`src/hw/rtl/refcounted_page_frame_allocator_unit_defines.svh`:
```
// assertion macros used by the allocator sequencer
`ifndef REFCOUNTED_PAGE_FRAME_ALLOCATOR_UNIT_DEFINES_SVH
`define REFCOUNTED_PAGE_FRAME_ALLOCATOR_UNIT_DEFINES_SVH

// same-cycle implication on clk, quiet during rst
`define RPFA_ASSERT_NOW(lbl, ante, cons, msg) \
  lbl: assert property (@(posedge clk) disable iff (rst) (ante) |-> (cons)) else $error(msg);

// next-cycle implication on clk, quiet during rst
`define RPFA_ASSERT_NEXT(lbl, ante, cons, msg) \
  lbl: assert property (@(posedge clk) disable iff (rst) (ante) |=> (cons)) else $error(msg);

`endif

```
`src/hw/rtl/rpfa_pkg.sv`:
```
// shared constants and types of the page frame allocator
package rpfa_pkg;

  localparam int unsigned ADDR_W     = 25;
  localparam int unsigned PADDR_W    = 32;
  localparam int unsigned OP_W       = 3;
  localparam int unsigned STATUS_W   = 3;
  localparam int unsigned COUNT_W    = 8;
  localparam int unsigned PAGE_SHIFT = 12;
  localparam int unsigned BASE_PAGE  = 256;

  localparam logic [ADDR_W-1:0]  BASE_ADDR   = 25'h0100000;
  localparam logic [ADDR_W-1:0]  END_RESET   = 25'h1100000;
  localparam logic [COUNT_W-1:0] USED_COUNT  = 8'd100;
  localparam logic [COUNT_W-1:0] MAX_COUNT   = 8'd255;

  localparam logic [OP_W-1:0] OP_ALLOC = 3'd0;
  localparam logic [OP_W-1:0] OP_FREE  = 3'd1;
  localparam logic [OP_W-1:0] OP_SHARE = 3'd2;
  localparam logic [OP_W-1:0] OP_QUERY = 3'd3;
  localparam logic [OP_W-1:0] OP_INIT  = 3'd4;

  localparam logic [STATUS_W-1:0] ST_OK       = 3'd0;
  localparam logic [STATUS_W-1:0] ST_OOM      = 3'd1;
  localparam logic [STATUS_W-1:0] ST_BELOW    = 3'd2;
  localparam logic [STATUS_W-1:0] ST_NOPAGE   = 3'd3;
  localparam logic [STATUS_W-1:0] ST_FREEFREE = 3'd4;
  localparam logic [STATUS_W-1:0] ST_SAT      = 3'd5;

  localparam int unsigned CFG_INDEX_W = 2;
  localparam logic [CFG_INDEX_W-1:0] REG_FREE_START = 2'd0;
  localparam logic [CFG_INDEX_W-1:0] REG_MEM_END    = 2'd1;

  typedef struct packed {
    logic [COUNT_W-1:0]  ref_count;
    logic [STATUS_W-1:0] status;
    logic [ADDR_W-1:0]   result_address;
  } res_t;

endpackage

```
`src/hw/rtl/rpfa_seq.sv`:
```
// sequencer: range check, count update, allocate scan and map sweep
`include "refcounted_page_frame_allocator_unit_defines.svh"

module rpfa_seq #(
  parameter int NUM_PAGES = 4096,
  localparam int IDXW = $clog2(NUM_PAGES)
) (
  input  logic                             clk,
  input  logic                             rst,
  input  logic                             in_valid,
  output logic                             in_ready,
  input  logic [rpfa_pkg::OP_W-1:0]        in_op,
  input  logic [rpfa_pkg::PADDR_W-1:0]     in_addr,
  input  logic [rpfa_pkg::ADDR_W-1:0]      start_addr,
  input  logic [rpfa_pkg::ADDR_W-1:0]      end_addr,
  output logic                             mem_we,
  output logic [IDXW-1:0]                  mem_waddr,
  output logic [rpfa_pkg::COUNT_W-1:0]     mem_wdata,
  output logic [IDXW-1:0]                  mem_raddr,
  input  logic [rpfa_pkg::COUNT_W-1:0]     mem_rdata,
  output logic                             res_valid,
  input  logic                             res_ready,
  output rpfa_pkg::res_t                   res
);

  localparam int CMPW = ((IDXW > 14) ? IDXW : 14) + 1;
  localparam int PNW  = rpfa_pkg::PADDR_W - rpfa_pkg::PAGE_SHIFT;
  localparam int PGW  = rpfa_pkg::ADDR_W - rpfa_pkg::PAGE_SHIFT;
  localparam logic [IDXW-1:0] LAST_IDX = IDXW'(NUM_PAGES - 1);

  typedef enum logic [2:0] {
    S_SWEEP,
    S_IDLE,
    S_LOCATE,
    S_MODIFY,
    S_SCAN,
    S_DONE
  } state_t;

  state_t                          state;
  logic [rpfa_pkg::OP_W-1:0]       op;
  logic [rpfa_pkg::PADDR_W-1:0]    addr;
  logic [IDXW-1:0]                 idx;
  logic                            rd_pend;
  logic [IDXW-1:0]                 rd_tag;
  logic                            free_en;
  logic                            report;
  logic [PGW-1:0]                  lo;
  logic [PGW:0]                    hi;

  logic                            below;
  logic                            beyond;
  logic [PNW-1:0]                  off;
  logic [CMPW-1:0]                 page_num;
  logic                            free_here;
  logic                            found;
  logic                            scan_oom;
  logic [rpfa_pkg::ADDR_W-1:0]     diff;
  logic [rpfa_pkg::PADDR_W-1:0]    alloc_addr;
  logic [rpfa_pkg::COUNT_W-1:0]    new_cnt;
  logic [rpfa_pkg::STATUS_W-1:0]   mod_status;
  logic                            mod_we;

  // range check of the latched page address
  assign below  = (addr[rpfa_pkg::PADDR_W-1:20] == '0);
  assign off    = addr[rpfa_pkg::PADDR_W-1:rpfa_pkg::PAGE_SHIFT] - PNW'(rpfa_pkg::BASE_PAGE);
  assign beyond = (addr >= rpfa_pkg::PADDR_W'(end_addr)) ||
                  ({1'b0, off} >= (PNW+1)'(NUM_PAGES));

  // init sweep window in page numbers
  assign diff      = end_addr - start_addr;
  assign page_num  = CMPW'(idx) + CMPW'(rpfa_pkg::BASE_PAGE);
  assign free_here = free_en && (page_num >= CMPW'(lo)) && (page_num < CMPW'(hi));

  // allocate scan, one read issued per cycle, checked in the cycle after
  assign found      = (state == S_SCAN) && rd_pend && (mem_rdata == '0);
  assign scan_oom   = (state == S_SCAN) && rd_pend && (mem_rdata != '0) && (rd_tag == '0);
  assign alloc_addr = rpfa_pkg::PADDR_W'(rpfa_pkg::BASE_ADDR) +
                      rpfa_pkg::PADDR_W'({rd_tag, {rpfa_pkg::PAGE_SHIFT{1'b0}}});

  always_comb begin
    new_cnt    = mem_rdata;
    mod_status = rpfa_pkg::ST_OK;
    mod_we     = 1'b0;
    case (op)
      rpfa_pkg::OP_FREE: begin
        if (mem_rdata != '0) begin
          new_cnt = mem_rdata - 8'd1;
          mod_we  = 1'b1;
        end else begin
          mod_status = rpfa_pkg::ST_FREEFREE;
        end
      end
      rpfa_pkg::OP_SHARE: begin
        if (mem_rdata != rpfa_pkg::MAX_COUNT) begin
          new_cnt = mem_rdata + 8'd1;
          mod_we  = 1'b1;
        end else begin
          mod_status = rpfa_pkg::ST_SAT;
        end
      end
      default: begin
      end
    endcase
  end

  always_comb begin
    mem_we    = 1'b0;
    mem_waddr = idx;
    mem_wdata = free_here ? '0 : rpfa_pkg::USED_COUNT;
    case (state)
      S_SWEEP: mem_we = 1'b1;
      S_SCAN: begin
        mem_we    = found;
        mem_waddr = rd_tag;
        mem_wdata = 8'd1;
      end
      S_MODIFY: begin
        mem_we    = mod_we;
        mem_wdata = new_cnt;
      end
      default: begin
      end
    endcase
  end

  assign mem_raddr = (state == S_LOCATE) ? off[IDXW-1:0] : idx;
  assign in_ready  = (state == S_IDLE);
  assign res_valid = (state == S_DONE);

  always_ff @(posedge clk) begin
    if (rst) begin
      state   <= S_SWEEP;
      idx     <= '0;
      free_en <= 1'b0;
      report  <= 1'b0;
      rd_pend <= 1'b0;
    end else begin
      case (state)
        S_SWEEP: begin
          if (idx == LAST_IDX) begin
            state <= report ? S_DONE : S_IDLE;
            res   <= '0;
          end else begin
            idx <= idx + 1'b1;
          end
        end
        S_IDLE: begin
          if (in_valid) begin
            op   <= in_op;
            addr <= in_addr;
            res  <= '0;
            case (in_op)
              rpfa_pkg::OP_ALLOC: begin
                state   <= S_SCAN;
                idx     <= LAST_IDX;
                rd_pend <= 1'b0;
              end
              rpfa_pkg::OP_FREE, rpfa_pkg::OP_SHARE, rpfa_pkg::OP_QUERY: begin
                state <= S_LOCATE;
              end
              rpfa_pkg::OP_INIT: begin
                state   <= S_SWEEP;
                idx     <= '0;
                report  <= 1'b1;
                free_en <= (end_addr > start_addr);
                lo      <= start_addr[rpfa_pkg::ADDR_W-1:rpfa_pkg::PAGE_SHIFT];
                hi      <= {1'b0, start_addr[rpfa_pkg::ADDR_W-1:rpfa_pkg::PAGE_SHIFT]} +
                           {1'b0, diff[rpfa_pkg::ADDR_W-1:rpfa_pkg::PAGE_SHIFT]};
              end
              default: state <= S_DONE;
            endcase
          end
        end
        S_LOCATE: begin
          if (below) begin
            res.status <= rpfa_pkg::ST_BELOW;
            state      <= S_DONE;
          end else if (beyond) begin
            res.status <= rpfa_pkg::ST_NOPAGE;
            state      <= S_DONE;
          end else begin
            idx   <= off[IDXW-1:0];
            state <= S_MODIFY;
          end
        end
        S_MODIFY: begin
          res.status    <= mod_status;
          res.ref_count <= new_cnt;
          state         <= S_DONE;
        end
        S_SCAN: begin
          if (found) begin
            res.result_address <= alloc_addr[rpfa_pkg::ADDR_W-1:0];
            res.status         <= rpfa_pkg::ST_OK;
            res.ref_count      <= 8'd1;
            state              <= S_DONE;
          end else if (scan_oom) begin
            res.status <= rpfa_pkg::ST_OOM;
            state      <= S_DONE;
          end else begin
            rd_pend <= 1'b1;
            rd_tag  <= idx;
            idx     <= idx - 1'b1;
          end
        end
        S_DONE: begin
          if (res_ready) begin
            state  <= S_IDLE;
            report <= 1'b0;
          end
        end
        default: state <= S_IDLE;
      endcase
    end
  end

  `RPFA_ASSERT_NOW(a_write_states, mem_we, (state == S_SWEEP) || (state == S_SCAN) || (state == S_MODIFY), "count write outside sweep, scan or update")
  `RPFA_ASSERT_NEXT(a_alloc_result, found, (state == S_DONE) && (res.status == rpfa_pkg::ST_OK) && (res.ref_count == 8'd1), "allocate hit did not give count one")
  `RPFA_ASSERT_NOW(a_query_no_write, (state == S_MODIFY) && (op == rpfa_pkg::OP_QUERY), !mem_we, "query changed a count")

endmodule

```
`config.mk`:
```
export PLATFORM = sky130hd
export DESIGN_NAME = rpfa_seq
export DESIGN_NICKNAME = d
export VERILOG_FILES = /design/src/hw/rtl/rpfa_pkg.sv /design/src/hw/rtl/rpfa_seq.sv
export VERILOG_INCLUDE_DIRS = /design/src /design/src/hw/rtl
export SDC_FILE = /design/constraint.sdc
export NUM_CORES = 1
export LEC_CHECK = 0
export ABC_AREA = 1
export BUFFER_PORTS_ARGS = -buffer_cell sky130_fd_sc_hd__buf_2
export CAP_MARGIN = 20
export CORE_UTILIZATION = 58
export DETAILED_ROUTE_END_ITERATION = 16
export PLACE_DENSITY = 0.87
export RECOVER_POWER = 25
export SKIP_LAST_GASP = 1
export SYNTH_ARGS = -nofsm -noshare
export SYNTH_HDL_FRONTEND = slang
export SYNTH_SLANG_ARGS = --single-unit
```
`constraint.sdc`:
```
create_clock -name clk -period 8.46 [get_ports clk]
set_input_delay 0.846 -clock clk [delete_from_list [all_inputs] [get_ports clk]]
set_output_delay 0.846 -clock clk [all_outputs]
set_load 0.01 [all_outputs]
```
Word-level counts from Yosys, hierarchy flattened
Index checks and enable logic that the tools add are counted.

storage, ports and cells
  bits in registers = 128
  input port bits = 97
  output and inout bits = 71
  logic and storage cells = 140

operators by class
  add/subtract/negate cells = 9
  magnitude comparators = 5
  eq/ne operators = 27
  mux-type cells = 52
  bitwise logic cells = 3
  reductions and logical operators = 31

operators by type and width
  kind                    number
  $mux 12                 8
  $pmux 25 s3             1
  $mux 36                 2
  $pmux 12 s4             1
  $mux 3                  14
  $ge 32x25->1            1
  $pmux 8 s2              2
  $pmux 8 s4              1
  $add 21x24->25 const A  1
  $gt 25x25->1            1
  $mux 25                 1
  $sub 25x25->25          1
  $logic_not 12->1        2
  $mux 8                  3
  $pmux 12 s2             1
  $ge 20x13->1 const B    1
  $sub 20x9->20 const B   1
  $pmux 3 s6              1
  $ne 2x2->1 const B      8
  $reduce_and 4->1        4
  $eq 3x2->1 const B      5
  $pmux 3 s5              1
  $reduce_and 5->1        3
  $add 13x13->14          1
  34 further kinds        62

Logic depth before layout (Yosys ltp)
Gate-level depths: netlist of the first run.

  depth in word-level cells = 7
  depth in mapped cells = 21

Worst setup path before layout of the first run
No wires, ideal clock.

  kind = input port to flip-flop
  from = input port rst
  to = register addr[0] in the netlist's numbering (enable)
  setup time = 0.471 ns
  arrival = 3.467 ns
  required time = 7.989 ns
  setup slack = 4.522 ns
  stages on the path = 2
  buffers on the path = 1
  path through = buf_1 nor3_1

between the ends
  longest elaborated chain between the ends = 2

ends and longest elaborated chain
  element                            RTL line         RTL
  start, declared                    rpfa_seq.sv:9    input logic rst,
  $not 1->1 (no source line)         --
  $reduce_and 3->1 (no source line)  --
  end signal, assigned               rpfa_seq.sv:151  addr <= in_addr;
  end, declared                      rpfa_seq.sv:42   logic [rpfa_pkg::PADDR_W-1:0] addr;

Every way passes these cells.
A chain may end at the register's enable or synchronous reset.

Worst setup path in the final report of the first run
  from = input port end_addr[1] in the netlist's numbering
  to = register hi[10] (data pin)

between the ends
  longest elaborated chain between the ends = 2

ends and longest elaborated chain
  element               RTL line         RTL
  start, declared       rpfa_seq.sv:15   input logic [rpfa_pkg::ADDR_W-1:0] end_addr,
  $sub 25x25->25        rpfa_seq.sv:71   assign diff = end_addr - start_addr;
  $add 13x13->14        rpfa_seq.sv:168  hi <= {1'b0, start_addr[rpfa_pkg::ADDR_W-1:rpfa_pkg::PAGE_SHIFT]} +
  end signal, assigned  rpfa_seq.sv:168
  end, declared         rpfa_seq.sv:49   logic [PGW:0] hi;

Every way passes these cells.

==> results of run 1 <==
-- layer usage --
layer  GRT usage  vias to the layer above
met1      0.3547                     3764
met3     0.07789                       72
met2      0.5149                      437
li1            -                     4182
met5           0                        -
met4      0.1338                        0
-- worst max-delay path, stage by stage --
cell and delay (ns):
buf_2 0.11, ha_1 0.32, inv_1 0.05, o21bai_1 0.22, a21oi_1 0.10, o21ai_0 0.39, nand2_1 0.10, nand2_1 0.11
xor2_1 0.21, ha_1 0.25, inv_1 0.08, fa_1 0.42, o21ai_0 0.43, a31oi_1 0.20, o21ai_0 0.28, xor2_1 0.11
-- cell families (layout without fill, tap and decap cells) --
group	after synthesis	in the layout	synth area share
compound gates	211	211	0.1326
xor+xnor	35	35	0.03363
fa+ha+maj	107	107	0.1485
buf+inv	230	396	0.1030
flops	116	116	0.3624
other cells	1	14	0.0004114
simple gates	450	450	0.2195
-- cells in the final DEF, fill, tap and decap left out, types with 9 or more instances in the layout --
cell type / count
nand3_1: 55
o21bai_1: 12
ha_1: 105
o21ai_0: 62
nand4_1: 21
buf_2: 139
o211ai_1: 9
xnor2_1: 11
clkbuf_16: 17
nor2_1: 99
edfxtp_1: 98
inv_1: 199
clkbuf_1: 16
xor2_1: 24
conb_1: 12
nor3_1: 23
a21oi_1: 91
dfxtp_1: 18
nand2_1: 214
-- area by class of cell --
class	instances	area share
Tap cell	211	0.02482
Multi-Input combinational cell	815	0.4621
Inverter	205	0.07235
Timing Repair Buffer	159	0.07612
Clock inverter	15	0.01353
Clock buffer	17	0.04000
Sequential cell	116	0.3106
Antenna cell	2	0.0004706
-- power groups by stage --
stage	combinational [mW]	clock (mW)	sequential [mW]
floorplan	0.201	0	0.642
global placement	0.272	0	0.644
detailed placement	0.280	0	0.644
CTS	0.283	0.700	0.632
global route	0.319	0.721	0.632
finish	0.285	0.695	0.633
-- sequential cells by signal (all words and copies together) (netlist names) --
| register | cells |
|---|---|
| addr | 32 |
| op | 3 |
| hi | 14 |
| lo | 13 |
| free_en | 1 |
| idx | 12 |
| report | 1 |
| state | 3 |
| rd_tag | 12 |
| res | 24 |
| rd_pend | 1 |
-- path summary, 6_finish.rpt --
path	startpoint	to	slack, ns	depth (start not counted)
worst max register to register	state[1]	idx[11]	4.71	14
worst max-delay path	end_addr[1]	hi[10]	4.40	16
worst min-delay path	idx[11]	rd_tag[11]	0.46	0
worst min register to register	idx[11]	rd_tag[11]	0.46	0
-- metrics by stage --
step | total power [mW] | setup slack, ns
finish | 1.613 | 4.399
floorplan | 0.8435 | 4.522
global route | 1.672 | 4.130
global placement | 0.9165 | 4.253
CTS | 1.615 | 4.417
detailed placement | 0.9244 | 4.002
==> run_results.csv, run 1 <==
group,metric,value,unit
run_status,status,"finished clean",
logic_synthesis,synth_edf_count,98,
logic_synthesis,synth_common_cells,"nand2_1 (213), inv_1 (199), ha_1 (105)",
clock_tree,post-cts-setup-buffer-count,0,
layout,n_fill_cell,1231,
route,drc,0,
pwr,combinationalPowerShare,0.177,
logic_synthesis,synth.ff_latch_count,116,
route,postRouteAntennaNets,0,
pwr,p_sw_frac,0.2868,
route,dr.pass1.iters,6,
route,wirelength,23620,um
logic_synthesis,synth_flop_cell,"edfxtp_1",
floorplan,pin_count,168,
logic_synthesis,synth_top_area_share,0.3229,
clock_tree,cts_num_sinks,116,
setup_path,crit_required,8.62,ns
floorplan,core.rowCount,45,
clock_tree,clk_pin_slew_worst_paths,0.06,ns
placement,port_buffers,155,
layout,seqCellArea,0.003303,mm^2
clock_tree,cts_tree,"done",
logic_synthesis,syn_area,0.009115,mm^2
pwr,p_leak,5.197,nW
clock_tree,insertion_delay,0.43,ns
pwr,powerDensity,151.6,mW/mm^2
global_route,grt_pass1_wl,37410,um
placement,placed_cells,1504,
layout,design_area,0.01064,mm^2
clock_tree,h-tree-depth,4,
pwr,power_frac_clock,0.431,
logic_synthesis,ys_warn_count,0,
route,vias_per_cell,5.490,
route,vias,8455,
setup_path,criticalPathCategory,"input pin to register",
placement,dpl.hpwl,18710,um
setup_path,end_kind,"register",
clock_tree,cts_root_buf,"clkbuf_16",
route,wl_per_cell,15.34,um
logic_synthesis,synthCells,1150,
setup_path,cp-start-kind,"input pin",
clock_tree,cts_buffer_depth,2,
floorplan,dieArea,0.01622,mm^2
sta,drv_slew,0,
logic_synthesis,ys_async_sr_fraction,0,
pwr,power.switching,0.4624,mW
layout,final_cell_count_no_fill,1540,
clock_tree,ctsResizeCount,0,
route,wl_met2,11290,um
pwr,internal_power,1.150,mW
logic_synthesis,synth_most_common_cell,"nand2_1",
sta,rsz0062_at_grt,"false",
clock_tree,cts_buffers,17,
sta,final.setup_skew,0.01061,ns
floorplan,die_w,127.4,um
global_route,gr-usage-all-layers,0.3005,
pwr,p_seq_frac,0.392,
sta,hold_slack,0.4644,ns
global_route,antenna_found_initial,1,
global_route,grt_max_degree,36,
layout,area_delta_synth_final,16.68,%
pwr,vdd_drop_max,0.1408,mV
layout,multiInputGateArea,0.004915,mm^2
sta,worst_pin_slew,1.043,ns
logic_synthesis,synth.top_cells.by_area,"edfxtp_1 (32%), ha_1 (14%), nand2_1 (8.8%), inv_1 (8.2%), a21oi_1 (5.0%)",
floorplan,die_h,127.4,um
sta,slew_headroom,0.3019,
run,cap_violations,0,
logic_synthesis,postSynthAreaPerCell,7.926,um^2
logic_synthesis,yosys.area.top_type,"edfxtp_1",
sta,finalCritPeriodShare,0.4801,
sta,finalHoldViolations,0,
global_route,grt-ovfl-total,0,
logic_synthesis,ys_seq_area_frac,0.3624,
sta,setup_tns,0,ns
sta,finalCriticalPeriod,4.061,ns
logic_synthesis,synthDistinctLibCells,50,
sta,max_freq,246.2,MHz
placement,post_dp_cell_area,0.01005,mm^2
route,routed.top_layer,"met4",
layout,fin_nets,1518,
setup_path,cp_max_fo,4,
route,m1WireLength,9153,um
setup_path,arrival,4.23,ns
route,drt_iter0_markers,811,
global_route,grt_pass1_vias,7987,
clock_tree,hold_buffers,0,
sta,setup_viol,0,
route,dr_wl_met3,2374,um
layout,fin_util,0.6970,
layout,drive_gt1_frac,0.1613,
floorplan,core,0.01526,mm^2
floorplan,start_util,0.5974,
placement,gp_congestion,0.9595,
hold_path,hp-class,"register to register",
Note: power is estimated with default switching activity, not from simulation.
==> run 2: changes to the inputs <==
--- a/config.mk
+++ b/config.mk
@@ -9,9 +9,9 @@
 export ABC_AREA = 1
 export BUFFER_PORTS_ARGS = -buffer_cell sky130_fd_sc_hd__buf_2
 export CAP_MARGIN = 20
-export CORE_UTILIZATION = 58
+export CORE_UTILIZATION = 52
 export DETAILED_ROUTE_END_ITERATION = 16
-export PLACE_DENSITY = 0.87
+export PLACE_DENSITY = 0.82
 export RECOVER_POWER = 25
 export SKIP_LAST_GASP = 1
 export SYNTH_ARGS = -nofsm -noshare
==> constraint.sdc (replaced) <==
create_clock -name clk -period 3.73 [get_ports clk]
set_input_delay 0.373 -clock clk [delete_from_list [all_inputs] [get_ports clk]]
set_output_delay 0.373 -clock clk [all_outputs]
set_load 0.01 [all_outputs]
==> run_results.csv, run 2 (same netlist as run 1, synthesis figures left out) <==
group,metric,value,unit
run_status,status,"finished clean",
sta,worst_pin_slew,0.7785,ns
pwr,internal_power,2.736,mW
layout,regMostFlops,"addr",
pwr,p_leak,5.214,nW
route,vias,8331,
pwr,power_frac_clock,0.434,
layout,fin_nets,1521,
global_route,antenna_found_initial,0,
sta,drv_slew,0,
clock_tree,post-cts-setup-buffer-count,0,
route,drt_iter0_markers,641,
placement,dpl.hpwl,19360,um
hold_path,min_from,"in_addr[26]",
setup_path,crit_top_cell,"nand2_1",
clock_tree,insertion_delay,0.42,ns
placement,gp_congestion,0.9566,
layout,largest_reg_flops,32,
setup_path,reg2reg_to,"idx[11]",
sta,setup_viol,0,
run,cap_violations,0,
setup_path,arrival,2.82,ns
pwr,vdd_drop_max,0.3519,mV
sta,max_freq,313.1,MHz
pwr,combinationalPowerShare,0.178,
layout,layout_common_cells,"nand2_1 (213), inv_1 (199), buf_2 (138), ha_1 (105), nor2_1 (99)",
setup_path,critPathSlowestCell,"dfxtp_1",
layout,final_common_cell,"nand2_1",
clock_tree,cts_num_sinks,116,
sta,final.setup_skew,0.01095,ns
clock_tree,ctsResizeCount,0,
sta,finalCriticalPeriod,3.194,ns
placement,port_buffers,155,
floorplan,start_util,0.5307,
setup_path,end_kind,"output pin",
setup_path,r2r-start,"state[1]",
setup_path,crit_chain,"ha_1, nand2_1, nor2_1, ha_1, a21oi_1, o21ai_0, a21oi_1, nand3_1, o211ai_1, nand2_1, nand2_1, buf_2",
pwr,powerDensity,347.2,mW/mm^2
global_route,grt_max_degree,33,
floorplan,core.rowCount,48,
setup_path,crit_start,"idx[9]",
clock_tree,clk_pin_slew_worst_paths,0.06,ns
hold_path,hold_depth,1,
global_route,grt_pass1_wl,38140,um
sta,setup_tns,0,ns
sta,fin_ws,0.5358,ns
layout,drive_gt1_frac,0.1586,
setup_path,cp-start-kind,"register",
hold_path,hp-class,"input pin to register",
setup_path,crit_required,3.36,ns
clock_tree,cts_root_buf,"clkbuf_16",
placement,pre_cts_slack,0.1166,ns
floorplan,die_h,134.4,um
global_route,grt-ovfl-total,0,
clock_tree,h-tree-depth,4,
route,postRouteAntennaNets,0,
layout,area_delta_synth_final,16.87,%
route,drc,0,
floorplan,pin_count,168,
clock_tree,cts_buffers,17,
route,wirelength,24040,um
clock_tree,cts_tree,"done",
clock_tree,cts_buffer_depth,2,
global_route,grt_pass1_vias,7935,
floorplan,dieArea,0.01806,mm^2
pwr,power,3.698,mW
sta,finalHoldViolations,0,
route,dr.pass1.iters,6,
pwr,p_sw_frac,0.2601,
pwr,p_seq_frac,0.388,
setup_path,cpPeakStageDelay,0.49,ns
route,vias_per_cell,5.354,
sta,rsz0062_at_grt,"false",
global_route,gr-usage-all-layers,0.2751,
floorplan,core,0.01718,mm^2
hold_path,min_to,"addr[26]",
setup_path,criticalPathCategory,"register to output pin",
setup_path,r2r_slack,0.67,ns
sta,finalCritPeriodShare,0.8564,
route,wl_per_cell,15.45,um
setup_path,cp_max_fo,7,
pwr,power.switching,0.9621,mW
layout,top_regs,"addr (32), res (24), hi (14)",
clock_tree,hold_buffers,0,
floorplan,die_w,134.4,um
sta,slew_headroom,0.4791,
setup_path,rr_worst_depth,14,
## run 2: cell count changes in the layout (fill, tap and decap cells not counted), sizes merged
cell      change
clkinv        -1
diode         -1
buf           +2
clkbuf       +11
clkinvlp      -2
bufinv        +1
inv           -8
## run 2: worst max path at each step
stage,end,slack [ns],cells after the start
2_1_floorplan,addr[0],0.03,4
3_3_place_gp,hi[10],0.25,16
3_5_place_dp,hi[10],0.12,17
4_1_cts,mem_wdata[2],0.53,12
5_1_grt,hi[10],0.30,17
6_report,mem_wdata[2],0.54,12
## run 2: worst max-delay path: cells and delay by family (launching register included)
kind,cells,cell delay [ns]
AOI/OAI and AO/OA,4,0.53
DFF,1,0.49
adders and majority gates,2,0.58
and+or+nand+nor,5,0.68
buffers and inverters,1,0.13
## run 2: power by group through the flow
stage	Clock (mW)	Combinational, mW	Sequential, mW
global route	1.68	0.739	1.43
floorplan	0	0.456	1.46
CTS	1.62	0.655	1.43
finish	1.61	0.658	1.44
global placement	0	0.631	1.46
detailed placement	0	0.648	1.46
## run 2: area by class of cell
type / instances / area, um^2
fillers: 1520 / 6524
multi-input cells: 815 / 4911
flip-flops and latches: 116 / 3303
repair buffers: 162 / 807.0
inverters: 205 / 769.5
clock buffers: 27 / 503.0
well taps: 225 / 281.5
clock inverters: 5 / 75.07
diodes: 1 / 2.502
## run 2: metrics by stage
| stage | area, um^2 | hold slack (ns) | std cells | util |
|---|---|---|---|---|
| after floorplan | 9156 | 0.4305 | 1161 | - |
| after global placement | 10110 | 0.4406 | 1523 | 0.5884 |
| after detailed placement | 10110 | 0.4416 | 1523 | 0.5884 |
| after CTS | 10690 | 0.1089 | 1555 | 0.6221 |
| after global routing | 10650 | 0.1080 | 1555 | 0.6200 |
| final | 10650 | 0.1261 | 1556 | 0.6202 |
## run 2: metal layers
layer | vias to the layer above | wire length [um] | GRT usage
met5 | - | 0 | 0
li1 | 4182 | - | -
met4 | 0 | 1201 | 0.1473
met1 | 3737 | 10010 | 0.3352
met3 | 75 | 1876 | 0.07105
met2 | 337 | 10960 | 0.4462
